[src/rtl/goal_seek_velocity_controller_core_assert.svh]
// assertion macros used by the top level of the goal-seek velocity controller
`ifndef GOAL_SEEK_VELOCITY_CONTROLLER_CORE_ASSERT_SVH
`define GOAL_SEEK_VELOCITY_CONTROLLER_CORE_ASSERT_SVH

// same-cycle implication
`define GSVC_ASSERT_IMPL(lbl, clk, rst, ante, cons) \
  lbl: assert property (@(posedge clk) disable iff (rst) (ante) |-> (cons)) \
    else $error("gsvc check failed");

// next-cycle implication
`define GSVC_ASSERT_NEXT(lbl, clk, rst, ante, cons) \
  lbl: assert property (@(posedge clk) disable iff (rst) (ante) |=> (cons)) \
    else $error("gsvc check failed");

`endif

[src/rtl/gsvc_pkg.sv]
// shared types and constants of the goal-seek velocity controller
`default_nettype none
package gsvc_pkg;
  localparam int POS_W    = 24;
  localparam int DIFF_W   = POS_W + 1;
  localparam int SQ_W     = 2 * DIFF_W;
  localparam int SPD_W    = 17;
  localparam int PROD_W   = DIFF_W + SPD_W;
  localparam int ROOT_W   = DIFF_W;
  localparam int VEL_W    = 18;
  localparam int MODE_W   = 3;
  localparam int CFG_IDX_W = 2;

  localparam logic [SPD_W-1:0] SPEED_MAX = 17'd65536;
  localparam logic [SPD_W-1:0] SPEED_RST = 17'd328;
  localparam logic [SPD_W-1:0] THR_RST   = 17'd1311;

  localparam logic [CFG_IDX_W-1:0] CFG_SPEED = 2'd0;
  localparam logic [CFG_IDX_W-1:0] CFG_THR   = 2'd1;

  localparam logic [MODE_W-1:0] MODE_INITIAL = 3'd0;
  localparam logic [MODE_W-1:0] MODE_READY   = 3'd1;
  localparam logic [MODE_W-1:0] MODE_MOVING  = 3'd2;
  localparam logic [MODE_W-1:0] MODE_INVALID = 3'd3;
  localparam logic [MODE_W-1:0] MODE_DONE    = 3'd4;

  typedef struct packed {
    logic load;
    logic mul;
    logic sum;
    logic div_start;
  } ctl_t;
endpackage
`default_nettype wire

[src/rtl/gsvc_sqrt.sv]
// bit-serial integer square root, two radicand bits a cycle
`default_nettype none
module gsvc_sqrt import gsvc_pkg::*; (
  input  logic              clk,
  input  logic              rst,
  input  logic              start,
  input  logic [SQ_W-1:0]   value,
  output logic              busy,
  output logic [ROOT_W-1:0] root
);
  localparam int CNT_W = $clog2(ROOT_W + 1);

  logic [SQ_W-1:0]   n;
  logic [ROOT_W:0]   rem;
  logic [CNT_W-1:0]  cnt;
  logic [ROOT_W+2:0] rem_sh;
  logic [ROOT_W+2:0] trial;
  logic              ge;
  logic [ROOT_W+2:0] rem_sub;

  assign rem_sh  = {rem, n[SQ_W-1:SQ_W-2]};
  assign trial   = {1'b0, root, 2'b01};
  assign ge      = rem_sh >= trial;
  assign rem_sub = rem_sh - trial;

  always_ff @(posedge clk) begin
    if (start) begin
      n    <= value;
      rem  <= '0;
      root <= '0;
    end else if (busy) begin
      n    <= {n[SQ_W-3:0], 2'b00};
      rem  <= ge ? rem_sub[ROOT_W:0] : rem_sh[ROOT_W:0];
      root <= {root[ROOT_W-2:0], ge};
    end
  end

  always_ff @(posedge clk) begin
    if (rst) begin
      busy <= 1'b0;
      cnt  <= '0;
    end else if (start) begin
      busy <= 1'b1;
      cnt  <= CNT_W'(ROOT_W);
    end else if (busy) begin
      cnt <= cnt - 1'b1;
      if (cnt == CNT_W'(1)) begin
        busy <= 1'b0;
      end
    end
  end
endmodule
`default_nettype wire

[config.mk]
export PLATFORM = sky130hd
export DESIGN_NAME = gsvc_sqrt
export DESIGN_NICKNAME = d
export VERILOG_FILES = /design/src/rtl/goal_seek_velocity_controller_core_assert.svh /design/src/rtl/gsvc_pkg.sv /design/src/rtl/gsvc_sqrt.sv
export SDC_FILE = /design/constraint.sdc
export NUM_CORES = 1
export LEC_CHECK = 0
export BUFFER_PORTS_ARGS = -buffer_cell sky130_fd_sc_hd__buf_2
export CAP_MARGIN = 25
export CORE_ASPECT_RATIO = 0.7
export CORE_MARGIN = 4
export CORE_UTILIZATION = 53
export CTS_CLUSTER_DIAMETER = 150
export DETAILED_ROUTE_END_ITERATION = 7
export MAX_ROUTING_LAYER = met4
export PLACE_DENSITY = 0.77
export SYNTH_ARGS = -nofsm -noshare
export SYNTH_HDL_FRONTEND = slang
export SYNTH_SLANG_ARGS = --single-unit
[constraint.sdc]
create_clock -name clk -period 2.7 [get_ports clk]
set_input_delay 0.405 -clock clk [delete_from_list [all_inputs] [get_ports clk]]
set_output_delay 0.405 -clock clk [all_outputs]
set_load 0.03 [all_outputs]
==> impl_metrics.yaml <==
clocking:
  cts_hold_buf: 0
  clock_sinks: 107
  cts_tree: "built"
  cts_made_buffers: 9
  htree_levels: 3
  cts.path.max_buffers: 2
  clock_latency_ns: 0.35
  clock-root-buffer: "clkbuf_16"
  clkTransAtPathRegs_ns: 0.08
floorplanning:
  die_w_um: 134.6
  fp-row-count: 32
  die_h_um: 96.60
  die_area_um2: 13000
  start_util_pct: 54.17
  fp.coreArea_um2: 10970
  io_pins: 79
finish:
  area_growth_pct: 21.68
  final-seq-area_um2: 2655
  num_antenna_cells: 0
  num-nets-final: 749
  multi_input_area_um2: 3229
  fillers: 860
  drive_gt1_share_pct: 35.71
sta:
  rsz0062_at_grt: "true"
  fin_setup_tns_ns: -0.008246
  post-route-period-util_pct: 100.3
  worst_pin_slew_ns: 0.5174
  slew_headroom_pct: 65.30
  fin_ws_ns: -0.008246
  final_hold_viol_count: 0
  timing.hold.ws_ns: 0.2804
  clock_skew_ns: 0.006055
  fmaxAchievable_mhz: 369.2
  drv_slew: 0
  finalCriticalPeriod_ns: 2.708
  setup_viol: 1
routing:
  drt_iter0_drc: 314
  wl_per_cell_um: 16.30
  finalWirelength_um: 13450
  first_pass_iters: 5
  ant_nets: 0
  vias: 4641
  viasPerCell: 5.625
  drc: 0
power_and_ir_drop:
  vdd_drop_max_mv: 0.4427
  leakage_nw: 2.994
  p_per_area_nw_per_um2: 853.4
yosys:
  avgSynthCellArea_um2: 10.41
  yosys.area.top_type: "edfxtp_1"
  yosys_warnings: 0
  synth_ff_type: "dfxtp_1"
  syn_nets: 653
  synth.mux.area_fraction_pct: 14.99
  synth_area_um2: 5943
  ys_top_cells_by_area: "edfxtp_1, dfxtp_1, mux2_2"
  seq_area_frac_synth_pct: 44.46
  synth-xor-area-share_pct: 3.389
  synth_fa_ha_area_share_pct: 6.105
  yosysUniqueCellTypes: 59
  synth-compound-area-share_pct: 15.05
  synth_top_cell_area_share_pct: 25.26
  synth_top_family_by_area: "compound AO/OA/AOI/OAI gates"
  syn_inst: 571
  synth-seq-cells: 107
  synthArstFlopShare_pct: 0
  yosys.area_share.simple_pct: 11.47
  synth_edf_count: 50
worst_setup_path:
  critical_path_class: "reg -> reg"
  timing.rr.start: "root[0]"
  ff2ff_path_depth: 10
  arrival_ns: 2.95
  r2r_slack_ns: -0.008
  startpoint_type: "flop"
  required_ns: 2.94
  end_kind: "flop"
  crit_fanout: 7
  rr_endpoint: "rem[2]"
global_routing:
  grt-ovfl-total: 0
  antenna_found_initial: 0
  grt_max_degree: 75
  grt_use_total_pct: 19.96
  grt_pass1_wl_um: 20440
  first_global_vias: 4235
worst_hold_path:
  hp-class: "in -> reg"
  min_from: "rst"
  hold_end: "busy"
  hold_depth: 2
status:
  violations: "setup timing"
  status: "finished with violations"
place:
  dpl_worst_slack_ns: -0.1362
  io_buffers: 78
  gp_congestion: 0.9133
  dp_hpwl_um: 9161
job:
  max-cap-violations: 0
[logic make-up after synthesis]
| family | Yosys count |
|---|---|
| and+or+nand+nor | 143 |
| AOI/OAI and AO/OA | 120 |
| buffers and inverters | 66 |
| adders and majority gates | 29 |
| muxes | 83 |
| DFF | 107 |
| xor gates and xnor gates | 23 |
[state kept, by name, indices dropped and copies added (netlist names)]
name and cells:
n 50, rem 26, busy 1, cnt 5, root 25
[per-layer routing]
layer | vias to the layer above | GRT usage [%] | wire length (um)
li1 | 2281 | - | -
met1 | 2210 | 26.96 | 6196
met2 | 131 | 30.69 | 6432
met3 | 19 | 3.778 | 663
met4 | 0 | 6.441 | 154
met5 | - | - | 0
[synthesized netlist by cell type (4+ instances only)]
cell type / instances
a21o_1: 13
mux2i_1: 35
nand4_1: 6
o21bai_1: 4
edfxtp_1: 50
a311oi_1: 6
nand3_1: 8
nand2_1: 27
a211o_1: 6
a211oi_1: 14
ha_1: 29
a2111oi_0: 4
inv_1: 33
nand2b_1: 6
xor2_1: 14
o21a_1: 7
a21oi_1: 24
mux2_2: 48
nor2_1: 66
dfxtp_1: 57
buf_1: 5
and3_1: 5
xnor2_1: 9
nor3_1: 7
buf_2: 8
clkbuf_1: 18
o211ai_1: 5
o21ai_0: 11
[through the flow]
step | instance area (um2) | power [mW] | utilization (%) | cells
2_1_floorplan | 5944 | 3.741 | - | 571
3_3_place_gp | 6628 | 4.279 | 60.41 | 796
3_5_place_dp | 6628 | 4.373 | 60.41 | 796
4_1_cts | 6950 | 5.770 | 63.36 | 815
5_1_grt | 7232 | 6.528 | 65.92 | 825
6_report | 7232 | 6.172 | 65.92 | 825
[power breakdown]
part           switching [mW]  total (mW)  leakage [nW]  internal [mW]
Combinational            1.53        2.87          1.87           1.34
Sequential              0.106        1.99         0.973           1.89
Clock                   0.660        1.31         0.145          0.652
Total                    2.29        6.17          2.99           3.88
[area by class of cell]
cell class	instances	area share, %
Sequential cell	107	36.71
Tap cell	153	2.647
Timing Repair Buffer	117	10.22
Clock buffer	9	3.114
Inverter	33	1.713
Clock inverter	7	0.9343
Multi-Input combinational cell	399	44.65
[worst max-delay path: stages (launching register included)]
cell and delay, ns:
dfxtp_2 0.36, inv_2 0.05, ha_4 0.21, nor2b_4 0.12, o31a_1 0.36, o41ai_4 0.43, o21ai_2 0.16, o21a_4 0.27
nor2_4 0.22, a21oi_1 0.12, a211oi_1 0.29
[how the worst max path moves through the flow]
| stage | start | end | slack, ns | cells past startpoint |
|---|---|---|---|---|
| 6_report | root[0] | rem[2] | -0.008 | 10 |
| 5_1_grt | root[0] | rem[2] | -0.1 | 10 |
| 3_3_place_gp | root[0] | rem[22] | 0.06 | 10 |
| 2_1_floorplan | root[0] | rem[7] | 0.01 | 11 |
| 4_1_cts | root[19] | rem[23] | 0.01 | 10 |
| 3_5_place_dp | root[17] | rem[23] | -0.14 | 11 |
[cells in the final DEF (no fill, tap or decap), types with 5 or more instances in the layout]
cell type | netlist | final
a21o_1 | 13 | 13
dfxtp_1 | 57 | 49
o21a_1 | 7 | 7
nor2_1 | 66 | 65
nor3_1 | 7 | 6
a211o_1 | 6 | 6
o211ai_1 | 5 | 5
clkbuf_16 | 0 | 9
and3_1 | 5 | 5
nand2b_1 | 6 | 6
nand4_1 | 6 | 6
mux2i_1 | 35 | 35
ha_2 | 0 | 6
a21oi_1 | 24 | 21
buf_2 | 8 | 77
ha_1 | 29 | 20
edfxtp_1 | 50 | 50
dfxtp_2 | 0 | 7
mux2_2 | 48 | 48
buf_4 | 1 | 35
xor2_1 | 14 | 14
xnor2_1 | 9 | 9
o21ai_0 | 11 | 8
nand2_1 | 27 | 25
nand3_1 | 8 | 8
a211oi_1 | 14 | 11
inv_1 | 33 | 30
[what timing repair did]
item                                    in CTS  in global routing
gates resized for setup                      4                 50
buffers inserted                             3                  9
endpoints found under the setup margin      25                 26
gates cloned                                 0                  1
endpoints found under the hold margin        0                  0
pin swaps                                    3                 25
Note: power is estimated with default switching activity, not from simulation.
