===== config.mk =====
export PLATFORM = sky130hd
export DESIGN_NAME = gsvc_lane
export DESIGN_NICKNAME = d
export VERILOG_FILES = /design/src/rtl/goal_seek_velocity_controller_core_assert.svh /design/src/rtl/gsvc_pkg.sv /design/src/rtl/gsvc_lane.sv
export SDC_FILE = /design/constraint.sdc
export NUM_CORES = 2
export LEC_CHECK = 0
export BUFFER_PORTS_ARGS = -buffer_cell sky130_fd_sc_hd__buf_2
export CORE_ASPECT_RATIO = 1.5
export CORE_MARGIN = 1
export CORE_UTILIZATION = 25
export CTS_CLUSTER_SIZE = 30
export DETAILED_ROUTE_END_ITERATION = 8
export SYNTH_ARGS = -nofsm -noshare
export SYNTH_HDL_FRONTEND = slang
export SYNTH_SLANG_ARGS = --single-unit

===== constraint.sdc =====
create_clock -name clk -period 17.5 [get_ports clk]
set_input_delay 1.75 -clock clk [delete_from_list [all_inputs] [get_ports clk]]
set_output_delay 1.75 -clock clk [all_outputs]
set_load 0.1 [all_outputs]

===== src/rtl/goal_seek_velocity_controller_core_assert.svh =====
// assertion macros used by the top level of the goal-seek velocity controller
`ifndef GOAL_SEEK_VELOCITY_CONTROLLER_CORE_ASSERT_SVH
`define GOAL_SEEK_VELOCITY_CONTROLLER_CORE_ASSERT_SVH

// same-cycle implication
`define GSVC_ASSERT_IMPL(lbl, clk, rst, ante, cons) \
  lbl: assert property (@(posedge clk) disable iff (rst) (ante) |-> (cons)) \
    else $error("gsvc check failed");

// next-cycle implication
`define GSVC_ASSERT_NEXT(lbl, clk, rst, ante, cons) \
  lbl: assert property (@(posedge clk) disable iff (rst) (ante) |=> (cons)) \
    else $error("gsvc check failed");

`endif


===== src/rtl/gsvc_pkg.sv =====
// shared types and constants of the goal-seek velocity controller
`default_nettype none
package gsvc_pkg;
  localparam int POS_W    = 24;
  localparam int DIFF_W   = POS_W + 1;
  localparam int SQ_W     = 2 * DIFF_W;
  localparam int SPD_W    = 17;
  localparam int PROD_W   = DIFF_W + SPD_W;
  localparam int ROOT_W   = DIFF_W;
  localparam int VEL_W    = 18;
  localparam int MODE_W   = 3;
  localparam int CFG_IDX_W = 2;

  localparam logic [SPD_W-1:0] SPEED_MAX = 17'd65536;
  localparam logic [SPD_W-1:0] SPEED_RST = 17'd328;
  localparam logic [SPD_W-1:0] THR_RST   = 17'd1311;

  localparam logic [CFG_IDX_W-1:0] CFG_SPEED = 2'd0;
  localparam logic [CFG_IDX_W-1:0] CFG_THR   = 2'd1;

  localparam logic [MODE_W-1:0] MODE_INITIAL = 3'd0;
  localparam logic [MODE_W-1:0] MODE_READY   = 3'd1;
  localparam logic [MODE_W-1:0] MODE_MOVING  = 3'd2;
  localparam logic [MODE_W-1:0] MODE_INVALID = 3'd3;
  localparam logic [MODE_W-1:0] MODE_DONE    = 3'd4;

  typedef struct packed {
    logic load;
    logic mul;
    logic sum;
    logic div_start;
  } ctl_t;
endpackage
`default_nettype wire


===== src/rtl/gsvc_lane.sv =====
// one axis lane: difference, square, speed product and serial divider
`default_nettype none
module gsvc_lane import gsvc_pkg::*; (
  input  logic                    clk,
  input  logic                    rst,
  input  ctl_t                    ctl,
  input  logic signed [POS_W-1:0] cur,
  input  logic signed [POS_W-1:0] goal,
  input  logic [SPD_W-1:0]        spd,
  input  logic [ROOT_W-1:0]       len,
  output logic [SQ_W-1:0]         sq,
  output logic                    busy,
  output logic signed [VEL_W-1:0] vel
);
  localparam int CNT_W = $clog2(PROD_W + 1);

  logic signed [DIFF_W-1:0] d;
  logic              neg;
  logic [DIFF_W-1:0] mag;
  logic [PROD_W-1:0] prod;
  logic [ROOT_W-1:0] rem;
  logic [PROD_W-1:0] quo;
  logic [CNT_W-1:0]  cnt;
  logic [ROOT_W:0]   rem_sh;
  logic              ge;
  logic [ROOT_W:0]   rem_sub;
  logic [SPD_W-1:0]  q;

  assign d = {goal[POS_W-1], goal} - {cur[POS_W-1], cur};

  // restoring division step, one quotient bit a cycle
  assign rem_sh  = {rem, quo[PROD_W-1]};
  assign ge      = rem_sh >= {1'b0, len};
  assign rem_sub = rem_sh - {1'b0, len};

  always_ff @(posedge clk) begin
    if (ctl.load) begin
      neg <= d[DIFF_W-1];
      mag <= d[DIFF_W-1] ? DIFF_W'(-d) : DIFF_W'(d);
    end
    if (ctl.mul) begin
      sq   <= mag * mag;
      prod <= mag * spd;
    end
    if (ctl.div_start) begin
      rem <= '0;
      quo <= prod;
    end else if (busy) begin
      rem <= ge ? rem_sub[ROOT_W-1:0] : rem_sh[ROOT_W-1:0];
      quo <= {quo[PROD_W-2:0], ge};
    end
  end

  always_ff @(posedge clk) begin
    if (rst) begin
      busy <= 1'b0;
      cnt  <= '0;
    end else if (ctl.div_start) begin
      busy <= 1'b1;
      cnt  <= CNT_W'(PROD_W);
    end else if (busy) begin
      cnt <= cnt - 1'b1;
      if (cnt == CNT_W'(1)) begin
        busy <= 1'b0;
      end
    end
  end

  // |d| <= len keeps the quotient within speed; the clamp only guards
  always_comb begin
    if (len == '0) begin
      q = '0;
    end else if (quo > PROD_W'(SPEED_MAX)) begin
      q = SPEED_MAX;
    end else begin
      q = quo[SPD_W-1:0];
    end
    vel = neg ? -$signed({1'b0, q}) : $signed({1'b0, q});
  end
endmodule
`default_nettype wire


==> flow_metrics.tcl <==
set metrics [dict create \
    status "finished, final reports clean" \
    timing.rr.start "mag[11]" \
    grt_start_max_net_pins 71 \
    post_cts_buffers 0 \
    rrSetupSlack_ps 8100 \
    grt_pass1_vias 33490 \
    fp-row-count 183 \
    r2r_end "sq[49]" \
    hold_buffers 0 \
    finalHoldViolCount 0 \
    drtIter0Drc 1174 \
    dieWidth_um 335.4 \
    syn_nets 5764 \
    crit_buf_inv 7 \
    min_path_type "reg2reg" \
    area.growth.synth_to_final_pct 9.139 \
    ctsResizeCount 0 \
    hpwl_mm 82.47 \
    drv_cap 0 \
    cts_buffers 17 \
    worst_pin_slew_ps 1301 \
    synth_edf_count 159 \
    drtAntennaViolNets 0 \
    fp.coreArea_sq_um 165800 \
    min_to "rem[4]" \
    fmax_ghz 0.1064 \
    fin_setup_tns_ps 0 \
    finalSetupViolCount 0 \
    cts_tree "done" \
    holdCritStartpoint "rem[3]" \
    cp.required_ps 17850 \
    end_kind "flip-flop" \
    start_util 0.2515 \
    via_count 30020 \
    slew_headroom 0.1101 \
    drc 0 \
    rsz0062_at_grt "false" \
    clock_path_buffers 2 \
    rr_worst_depth 26 \
    via_per_inst 4.435 \
    cts_num_sinks 191 \
    gp_congestion 0.8535 \
    final_common_cell "inv_1" \
    track_usage 0.1326 \
    avgSynthCellArea_sq_um 9.268 \
    multi_input_area_sq_um 31390 \
    period_minus_slack_ps 9397 \
    cp_data_arrival_time_ps 9750 \
    critical_path.slowest_cell "a2111oi_0" \
    layout_common_cells "1128 x inv_1, 812 x fa_1, 530 x nand2_1, 358 x ha_1, 270 x and2_1" \
    slew_viol_final 0 \
    min_period_over_period 0.5370 \
    ys_types 73 \
    io_buffers 162 \
    die-area_sq_um 168400 \
    register_area_sq_um 5415 \
    holdPathStages 2 \
    boundaryPins 165 \
    clk_pin_slew_ps 90 \
    ys.flop_type "edfxtp_1" \
    async_reset_ff_frac 0 \
    antenna_found_initial 11 \
    drt_wl_total_mm 107.1 \
    yosys_warnings 0 \
    final_layout_size_suffix_gt1_frac 0.06576 \
    crit_top_cell "fa_1" \
    start_kind "flip-flop" \
    critPathKind "reg2reg" \
    ys_seq_elements 191 \
    htreeDepth 4 \
    nNetsFinal 5800 \
    fp.dieH_um 502.1 \
    wl_per_cell_um 15.82 \
    grt_pass1_wl_mm 174.1 \
    clk_latency_ps 550 \
    overflow 0 \
    fill_cells 17760 \
    drt-pass1-iter-count 5 \
    cts_root_buffer "clkbuf_16" \
    synthesis.area_sq_um 41690 \
    cpPeakStageDelay_ps 1090 \
    ys_seq_area_frac 0.1299 \
    cp_max_fo 39 \
    netlist_instances 4498 \
    skew_ps 20.70 \
    critPathTopFamily "adder cells" \
]
==> kinds of logic (layout without fill, tap and decap cells) <==
logic type / after synthesis / after routing / share of synthesized area
AO/OA/AOI/OAI: 452 / 452 / 0.07110
adder cells (fa/ha/maj): 1170 / 1170 / 0.4974
other: 1 / 4 / 0.00008995
AND/OR/NAND/NOR: 1149 / 1149 / 0.1326
XOR/XNOR: 164 / 164 / 0.03445
flip-flops: 191 / 191 / 0.1299
buffers and inverters: 1307 / 1356 / 0.1178
multiplexers: 64 / 64 / 0.01669
==> state kept, by name, summed over array words and instances (netlist names) <==
| name | cells |
|---|---|
| busy | 1 |
| cnt | 6 |
| mag | 25 |
| neg | 1 |
| prod | 42 |
| quo | 42 |
| rem | 25 |
| sq | 49 |
==> per-layer routing <==
layer,up-vias,routed length [um],track usage
li1,13800,-,-
met1,15260,39830,0.1429
met2,718,57650,0.2510
met3,231,5132,0.02009
met4,10,4407,0.06052
met5,-,52,0
==> cell usage after synthesis (8+ instances only) <==
library cell     n  area share
ha_1           358        0.11
nor2_1         139       0.013
xor2_1          49       0.010
mux2_2          44       0.012
a211oi_1        41      0.0074
o21bai_1        18      0.0032
nor3_1          32      0.0038
o21ai_0         68      0.0082
dfxtp_1         32       0.015
and3_1          16      0.0024
edfxtp_1       159        0.11
a21o_1          75       0.014
xnor2_1        115       0.024
nand4_1         16      0.0024
or3_1            8      0.0012
nand2b_1        14      0.0021
nand2_1        531       0.048
a2111oi_0        8      0.0017
a21oi_1        132       0.016
fa_1           812        0.39
a31oi_1         25      0.0038
nor4_1          18      0.0027
mux2i_1         20      0.0048
o21a_1          17      0.0031
nand3_1         33      0.0040
nor2b_1         30      0.0045
a311oi_1         8      0.0017
clkbuf_1       173       0.016
inv_1         1128        0.10
and2_1         270       0.041
and4_1           9      0.0019
==> worst max-delay path by stage <==
stage | startpoint | end | slack, ps | cells past startpoint
after global routing | mag[11] | sq[49] | 7580 | 26
after global placement | mag[11] | sq[49] | 8080 | 26
after floorplan | quo[2] | vel[14] | 9020 | 14
after CTS | mag[11] | sq[49] | 8020 | 26
after detailed placement | mag[11] | sq[49] | 8070 | 26
final | mag[11] | sq[49] | 8100 | 26
==> metrics by stage <==
stage | setup WS (ps) | util | area, sq um | hold WS (ps) | std cells
after CTS | 8022 | 0.2744 | 45490 | 508.6 | 6767
final | 8103 | 0.2745 | 45500 | 509.1 | 6770
after global routing | 7583 | 0.2744 | 45490 | 532.9 | 6768
after detailed placement | 8072 | 0.2707 | 44880 | 496.1 | 6735
after floorplan | 9015 | - | 41690 | 471.5 | 4498
after global placement | 8080 | 0.2707 | 44880 | 494.1 | 6735
==> worst reg2reg max path, cell delays in order, from the launching register on <==
cell and delay [ps]:
edfxtp_1 320, buf_4 530, inv_1 500, nor2_1 240, fa_1 480, fa_1 510
inv_1 50, fa_1 480, fa_1 530, inv_1 60, fa_1 440, fa_1 520
inv_1 50, fa_1 510, inv_1 60, ha_1 450, a21oi_1 100, o21ai_0 440
nor3_1 120, a211oi_1 270, a211oi_1 110, buf_4 230, a2111oi_0 1090, nor2_1 210
nor3_1 440, nor2_1 120, o311ai_0 350
==> layout make-up <==
| type | count | share of cell area |
|---|---|---|
| diodes | 3 | 0.0001650 |
| clock buffers | 17 | 0.009350 |
| clock inverters | 15 | 0.004125 |
| inverters | 1129 | 0.09314 |
| multi-input cells | 3000 | 0.6898 |
| flip-flops and latches | 191 | 0.1190 |
| well taps | 2220 | 0.06105 |
| repair buffers | 195 | 0.02332 |
Power is not shown: default switching activity piles up to over one toggle a cycle in this logic, so the estimate is an artifact.
