==> src/rtl/goal_seek_velocity_controller_core_assert.svh <==
// assertion macros used by the top level of the goal-seek velocity controller
`ifndef GOAL_SEEK_VELOCITY_CONTROLLER_CORE_ASSERT_SVH
`define GOAL_SEEK_VELOCITY_CONTROLLER_CORE_ASSERT_SVH

// same-cycle implication
`define GSVC_ASSERT_IMPL(lbl, clk, rst, ante, cons) \
  lbl: assert property (@(posedge clk) disable iff (rst) (ante) |-> (cons)) \
    else $error("gsvc check failed");

// next-cycle implication
`define GSVC_ASSERT_NEXT(lbl, clk, rst, ante, cons) \
  lbl: assert property (@(posedge clk) disable iff (rst) (ante) |=> (cons)) \
    else $error("gsvc check failed");

`endif

==> src/rtl/gsvc_pkg.sv <==
// shared types and constants of the goal-seek velocity controller
`default_nettype none
package gsvc_pkg;
  localparam int POS_W    = 24;
  localparam int DIFF_W   = POS_W + 1;
  localparam int SQ_W     = 2 * DIFF_W;
  localparam int SPD_W    = 17;
  localparam int PROD_W   = DIFF_W + SPD_W;
  localparam int ROOT_W   = DIFF_W;
  localparam int VEL_W    = 18;
  localparam int MODE_W   = 3;
  localparam int CFG_IDX_W = 2;

  localparam logic [SPD_W-1:0] SPEED_MAX = 17'd65536;
  localparam logic [SPD_W-1:0] SPEED_RST = 17'd328;
  localparam logic [SPD_W-1:0] THR_RST   = 17'd1311;

  localparam logic [CFG_IDX_W-1:0] CFG_SPEED = 2'd0;
  localparam logic [CFG_IDX_W-1:0] CFG_THR   = 2'd1;

  localparam logic [MODE_W-1:0] MODE_INITIAL = 3'd0;
  localparam logic [MODE_W-1:0] MODE_READY   = 3'd1;
  localparam logic [MODE_W-1:0] MODE_MOVING  = 3'd2;
  localparam logic [MODE_W-1:0] MODE_INVALID = 3'd3;
  localparam logic [MODE_W-1:0] MODE_DONE    = 3'd4;

  typedef struct packed {
    logic load;
    logic mul;
    logic sum;
    logic div_start;
  } ctl_t;
endpackage
`default_nettype wire

==> src/rtl/gsvc_merge.sv <==
// merges lane squares into the distance sum and the arrival test
`default_nettype none
module gsvc_merge import gsvc_pkg::*; (
  input  logic              clk,
  input  ctl_t              ctl,
  input  logic [SPD_W-1:0]  thr,
  input  logic [SQ_W-1:0]   sq_x,
  input  logic [SQ_W-1:0]   sq_y,
  input  logic [SQ_W-1:0]   sq_z,
  output logic [SQ_W-1:0]   sum,
  output logic              arrive
);
  logic [2*SPD_W-1:0] thr2;
  logic [SQ_W-1:0]    sum_c;

  // each square is at most 2^48, so three of them fit
  assign sum_c = sq_x + sq_y + sq_z;

  always_ff @(posedge clk) begin
    if (ctl.mul) begin
      thr2 <= thr * thr;
    end
    if (ctl.sum) begin
      sum    <= sum_c;
      arrive <= sum_c < SQ_W'(thr2);
    end
  end
endmodule
`default_nettype wire

==> config.mk <==
export PLATFORM = sky130hd
export DESIGN_NAME = gsvc_merge
export DESIGN_NICKNAME = d
export VERILOG_FILES = /design/src/rtl/goal_seek_velocity_controller_core_assert.svh /design/src/rtl/gsvc_pkg.sv /design/src/rtl/gsvc_merge.sv
export SDC_FILE = /design/constraint.sdc
export NUM_CORES = 1
export LEC_CHECK = 0
export BUFFER_PORTS_ARGS = -buffer_cell sky130_fd_sc_hd__buf_2
export CAP_MARGIN = 0
export CORE_ASPECT_RATIO = 0.8
export CORE_MARGIN = 5
export CORE_UTILIZATION = 45
export DETAILED_ROUTE_END_ITERATION = 12
export HOLD_SLACK_MARGIN = 0.1
export PLACE_DENSITY = 0.67
export SLEW_MARGIN = 20
export SYNTH_ARGS = -nofsm -noshare
export SYNTH_HDL_FRONTEND = slang
export SYNTH_SLANG_ARGS = --single-unit
==> constraint.sdc <==
create_clock -name clk -period 10 [get_ports clk]
set_input_delay 2 -clock clk [delete_from_list [all_inputs] [get_ports clk]]
set_output_delay 2 -clock clk [all_outputs]
set_load 0.05 [all_outputs]
==> results.md, run 1 <==
- Status: completed
- Die width: 218 um
- RSZ-0062 raised after global routing: false
- Cts hold-fix bufs: 0
- Fin Setup TNS: 0 ns
- Area contributors post-synth: fa_1 31%, edfxtp_1 16%, ha_1 15%
- Synth cell types: 60
- Max-cap violations: 0
- Final-report hold violation count: 0
- Clock-pin transition on the worst setup and hold timing paths: roughly 0.07 ns
- Layout Nets: approximately 2400
- Num CTS Buffers: 9
- Most numerous cell in the Yosys netlist: inv_1
- Design Power: between 5 and 6 mW
- Via/cell ratio: 5.12
- # DRC: 0
- Crit Path Category: in2reg
- Worst slew pin tran: 0.718 ns
- Die H: between 150 and 200 um
- Synth warn: 0
- Post-synthesis sequential area ratio: 16.3%
- DR vias: 11700
- CP max stage cell: fa_1
- PostCTS Resize Cnt: 0
- CTS root buffer: clkbuf_16
- CP max stage delay: 0.57 ns
- Data required time at the worst endpoint: ~10 ns
- Total Wirelength: 36.9 mm
- Clock Skew: approximately 0.015 ns
- Area grow syn2layout: 12.0%
- H-tree depth: 3
- Worst setup SP type: primary input
- Critical Path AT: about 8.2 ns
- Final Wtd Congestion: between 0.9 and 1
- Post-CTS setup buffer count: 0
- Final ANT Viol Nets: 0
- Worst min-delay path category: reg2reg
- Largest area contributor in the netlist: fa_1
- Avg Cell Area, Syn: between 9 and 10 um^2
- Number of placed instances, taps included: around 2300
- Clock sink count: 84
- Fin crit period: between 8 and 9 ns
- Largest net degree at the start of global routing: 52
- Largest delay share family, worst path: adder cells
- Slack of the critical path: 1.90 ns
- Pleak: about 8.9 nW
- Buffers on Ports: 220
- Number of fill cells: 3058
- Routed wire length per instance: between 15 and 20 um
- First-pass GRT wire length: 61.9 mm
- Top cell by count, worst path: fa_1
- Post-Syn Area: 15500 um^2
- Worst skew pair latency: 0.35 ns
- Syn_nets: roughly 2200
- Top cells by count, synth: 343 x inv_1, 241 x fa_1, 191 x ha_1
- Worst Setup End Kind: flop
- Total GRT Usage: 19.6%
- Num rows: 60
- Power Density: approximately 340 nW/um^2
- Pre-CTS setup slack: 1.53 ns
- Clk buf depth: 2
- Total gr overflow: 0
- Cells after Synth: 1619
- Final setup fails: 0
- Main flop type after synthesis: edfxtp_1
- Layout cells sized above 1: 14.1%
- Final hold slack: 1.09 ns
- Drt first pass iters: 5
- Top cell type's share of synthesized area: 31.1%
- CTS tree: done
- FMAX: roughly 0.12 GHz
- EDFF count, synth: 84
- Worst slew margin: 52.1%
- DP HPWL: 31.6 mm
- Layout Cells excl Fill: 2283
- Starting density of the core: 45.8%
- Initial DRC count: ~650
- Final critical-path share of the clock period: 81.0%
- Ports: 223
- CP Buf/Inv Count: 6
- Diode count: 0
- Slew Limit Fails: 0
- Crit path cell chain: buf_2, nand2_1, fa_1, inv_1, fa_1, inv_1, fa_1, fa_1, inv_1, fa_1, inv_1, fa_1, inv_1, ha_1, a21oi_1, o21ai_0, a21o_1, a21oi_1, a21oi_1, o21ai_0, a31oi_1, or2_2, a211oi_1, xnor2_1
- Die area: 38300 um^2
- Top fanout value on the critical path: 18
- Initial antenna violation count: 0
- Maximum vdd drop: 289 uV
- Number of synthesized register bits: 84
- Asr flop ratio synth: 0%
- Core area: 33900 um^2
- Vias in the first global route: 12400
[sequential cells by signal, indices dropped and copies added (netlist names)]
signal	flops
arrive	1
sum	50
thr2	33
[report_power, final]
group	total (mW)	switching (mW)	internal, mW
registers	0.782	0.0341	0.748
logic	4.75	2.77	1.97
clock network	0.369	0.146	0.222
[layout make-up]
cell class / instances / area, um^2 / share of cell area, %
Clock inverter: 7 / 103 / 0.591
Clock buffer: 9 / 225 / 1.30
Sequential cell: 84 / 2520 / 14.5
Timing Repair Buffer: 221 / 1110 / 6.38
Multi-Input combinational cell: 1154 / 11500 / 66.5
Tap cell: 465 / 582 / 3.35
Inverter: 343 / 1290 / 7.41
[cell families (layout without fill, tap and decap cells)]
group	Yosys count	count (layout)	share of synthesized area, %
adder cells (fa/ha/maj)	432	432	46.5
buffers and inverters	381	580	9.27
AND/OR/NAND/NOR	365	365	11.7
AO/OA/AOI/OAI	272	272	11.3
flip-flops	84	84	16.3
XOR/XNOR	80	80	4.52
multiplexers	5	5	0.347
[layout by cell type, fill, tap and decap left out, types with 8 or more instances in the layout]
cell type	synthesis	routed
a21oi_1	81	81
nand2b_1	8	8
nor2b_1	15	15
o21bai_1	12	12
fa_1	241	241
a21o_1	43	43
and2_1	57	57
ha_1	191	191
nand3_1	15	15
clkbuf_16	0	9
nand4_1	17	17
o21a_1	16	16
buf_2	6	220
and3_1	12	12
nor3_1	17	17
inv_1	343	343
a211oi_1	11	11
edfxtp_1	84	84
xnor2_1	55	55
nor2_1	69	69
a31oi_1	11	11
nand2_1	119	119
or3_1	9	9
xor2_1	25	25
o21ai_0	44	44
[final timing paths]
check                           cells after the start      from  endpoint  slack (ns)
worst max-delay path                               24    thr[2]  thr2[33]        1.90
worst min-delay path                                6  thr2[33]    arrive        1.09
worst max register to register                     12  thr2[14]    arrive        6.72
worst min register to register                      6  thr2[33]    arrive        1.09
[worst reg2reg max path: stages (launching register included)]
cell and delay [ns]:
edfxtp_1 0.36, inv_1 0.07, ha_1 0.22, o21a_1 0.18
o21a_1 0.16, o21a_1 0.16, o21ai_0 0.19, a21oi_1 0.09
a2111oi_0 0.54, o31ai_1 0.25, a2111oi_0 0.49, nand4b_1 0.24
nor4_2 0.18
[metrics by stage]
| stage | util [%] | cell area [um^2] |
|---|---|---|
| global placement | 50.3 | 17000 |
| CTS | 51.3 | 17400 |
| detailed placement | 50.3 | 17000 |
| global route | 51.3 | 17400 |
| finish | 51.3 | 17400 |
| floorplan | - | 15500 |
[per-layer routing]
metal | vias up | global-route usage, % | routed length, um
met2 | 368 | 31.8 | 16500
met5 | - | 0 | 0
li1 | 5666 | - | -
met3 | 38 | 2.26 | 2470
met1 | 5615 | 28.9 | 17400
met4 | 0 | 3.61 | 492
(Power assumes the default switching activity.)
==> inputs of run 2 (changes only) <==
--- a/config.mk
+++ b/config.mk
@@ -12,7 +12,7 @@
 export CORE_UTILIZATION = 45
 export DETAILED_ROUTE_END_ITERATION = 12
 export HOLD_SLACK_MARGIN = 0.1
-export PLACE_DENSITY = 0.67
+export PLACE_DENSITY = 0.7
 export SLEW_MARGIN = 20
 export SYNTH_ARGS = -nofsm -noshare
 export SYNTH_HDL_FRONTEND = slang
==> constraint.sdc (replaced) <==
create_clock -name clk -period 6.9 [get_ports clk]
set_input_delay 1.38 -clock clk [delete_from_list [all_inputs] [get_ports clk]]
set_output_delay 1.38 -clock clk [all_outputs]
set_load 0.05 [all_outputs]
==> results.md, run 2 (same netlist as run 1, synthesis figures left out) <==
- Status: completed
- Total Wirelength: 37.6 mm (+1.8%)
- Final hold slack: 1.10 ns (+0.00846 ns)
- Ports: 223 (unchanged)
- Worst slew margin: 49.7% (-2.4 points)
- Layout cells sized above 1: 21.4% (+7.2 points)
- Worst setup SP type: primary input
- Diode count: 0 (unchanged)
- Utilization after layout: 54.4% (+3.1 points)
- Core area: 33900 um^2 (unchanged)
- Clock Skew: 0.0119 ns (-0.00283 ns)
- Fin Setup TNS: 0 ns (unchanged)
- Total GRT Usage: 19.7% (+0.066 points)
- Starting density of the core: 45.8% (unchanged)
- Fin crit period: 6.70 ns
- Initial antenna violation count: 0 (unchanged)
- CTS tree: done
- Final Wtd Congestion: 0.902 (-1.9%)
- Largest net degree at the start of global routing: 52 (unchanged)
- Final ANT Viol Nets: 0 (unchanged)
- Slew Limit Fails: 0 (unchanged)
- Number of fill cells: 2994 (-2.1%)
- Top cell by count, worst path: fa_1
- FMAX: roughly 0.15 GHz
- Pleak: 9.43 nW (+6.3%)
- Routed wire length per instance: 15.7 um (-2.8%)
- Area grow syn2layout: 18.9%
- Clock-pin transition on the worst setup and hold timing paths: 0.07 ns (about the same)
- Max reg flops: 50 (unchanged)
- CP max stage delay: 0.54 ns (-0.03 ns)
- Num rows: 60 (unchanged)
- Data required time at the worst endpoint: 7.00 ns (-3.11 ns)
- Die width: 218 um (unchanged)
- # DRC: 0 (unchanged)
- Worst Setup End Kind: flop
- Total gr overflow: 0 (unchanged)
- DP HPWL: 33.2 mm (+5.1%)
- CP max stage cell: fa_1
- Clock sink count: 84 (unchanged)
- Layout Nets: 2526 (+4.5%)
- Largest delay share family, worst path: adder cells
- Top Registers: sum: 50 flops, thr2: 33 flops, arrive: 1 flops
- Top fanout value on the critical path: 8 (-10)
- Initial DRC count: 749 (+15%)
- Vias in the first global route: 12600 (+2.4%)
- Final critical-path share of the clock period: 97.1%
- Final-report hold violation count: 0 (unchanged)
- DR vias: 12200 (+4.2%)
- Drt first pass iters: 5 (unchanged)
- Clk buf depth: 2 (unchanged)
- Final setup fails: 0 (unchanged)
- Die area: 38300 um^2 (unchanged)
- Worst skew pair latency: 0.34 ns (about the same)
- Maximum vdd drop: 530 uV (+83%)
- Die H: 176 um (unchanged)
- Top reg by flops: sum
- First-pass GRT wire length: 62.3 mm (+0.57%)
- Cts hold-fix bufs: 0 (unchanged)
- Critical Path AT: 6.79 ns (-1.41 ns)
- Design Power: 9.69 mW (+64%)
- CP Buf/Inv Count: 8 (+2)
- Worst min-delay path category: reg2reg
- CTS root buffer: clkbuf_16
- Worst slew pin tran: 0.754 ns (+0.0356 ns)
- Num CTS Buffers: 9 (unchanged)
- Via/cell ratio: 5.09 (-0.53%)
- Max-cap violations: 0 (unchanged)
- H-tree depth: 3 (unchanged)
- Buffers on Ports: 220 (unchanged)
- Power Density: 526 nW/um^2 (+55%)
- Most frequent cells in the layout: 334 x inv_1, 234 x fa_1, 211 x buf_2
- Most common cell after layout, fill and taps aside: inv_1
- Crit Path Category: in2reg
## run 2: layout make-up
| cell class | count | area (um^2) | area share (%) |
|---|---|---|---|
| clock buffers | 10 | 229 | 1.24 |
| well taps | 465 | 582 | 3.16 |
| inverters | 343 | 1290 | 6.99 |
| multi-input cells | 1154 | 11800 | 63.8 |
| clock inverters | 6 | 71.3 | 0.387 |
| repair buffers | 330 | 1980 | 10.8 |
| flip-flops and latches | 84 | 2520 | 13.7 |
## run 2: final timing paths
path	start	slack, ns	cells after the start	endpoint
max	thr[11]	0.20	25	thr2[30]
min	thr2[33]	1.10	6	arrive
max reg2reg	thr2[14]	3.71	12	arrive
min reg2reg	thr2[33]	1.10	6	arrive
## run 2: per-layer routing
metal | track usage, % | vias up | part of all wire (%)
met5 | 0 | - | 0
met4 | 3.58 | 0 | 1.2
met3 | 2.62 | 33 | 6.1
met2 | 31.9 | 373 | 46
met1 | 28.7 | 5886 | 47
li1 | - | 5888 | -
## run 2: what timing repair did
action / in CTS / in global routing
gates resized for setup: 2 / 76
setup endpoints to repair: 2 / 9
pin swaps: 0 / 36
setup buffers: 0 / 1
## run 2: worst reg2reg max path, cell delays in order, from the launching register on
cell and delay [ns]:
edfxtp_1 0.35, inv_1 0.06, ha_1 0.22, o21a_1 0.18
o21a_1 0.16, o21a_1 0.15, o21ai_0 0.20, a21oi_1 0.07
a2111oi_0 0.49, o31ai_1 0.21, a2111oi_0 0.52, nand4b_1 0.21
nor4_2 0.19
## run 2: power breakdown
part | internal [mW] | switching [mW]
registers | 1.08 | 0.0493
logic | 3.70 | 4.36
clock network | 0.284 | 0.211
total | 5.07 | 4.62
## run 2: stage by stage
step	area (um^2)	worst slack, ns	std cells
after floorplan	15600	0.0114	1619
after global placement	17900	-0.394	2375
after detailed placement	17900	-0.420	2375
after CTS	18200	0.00594	2391
after global routing	18400	-0.0340	2392
final	18400	0.203	2392
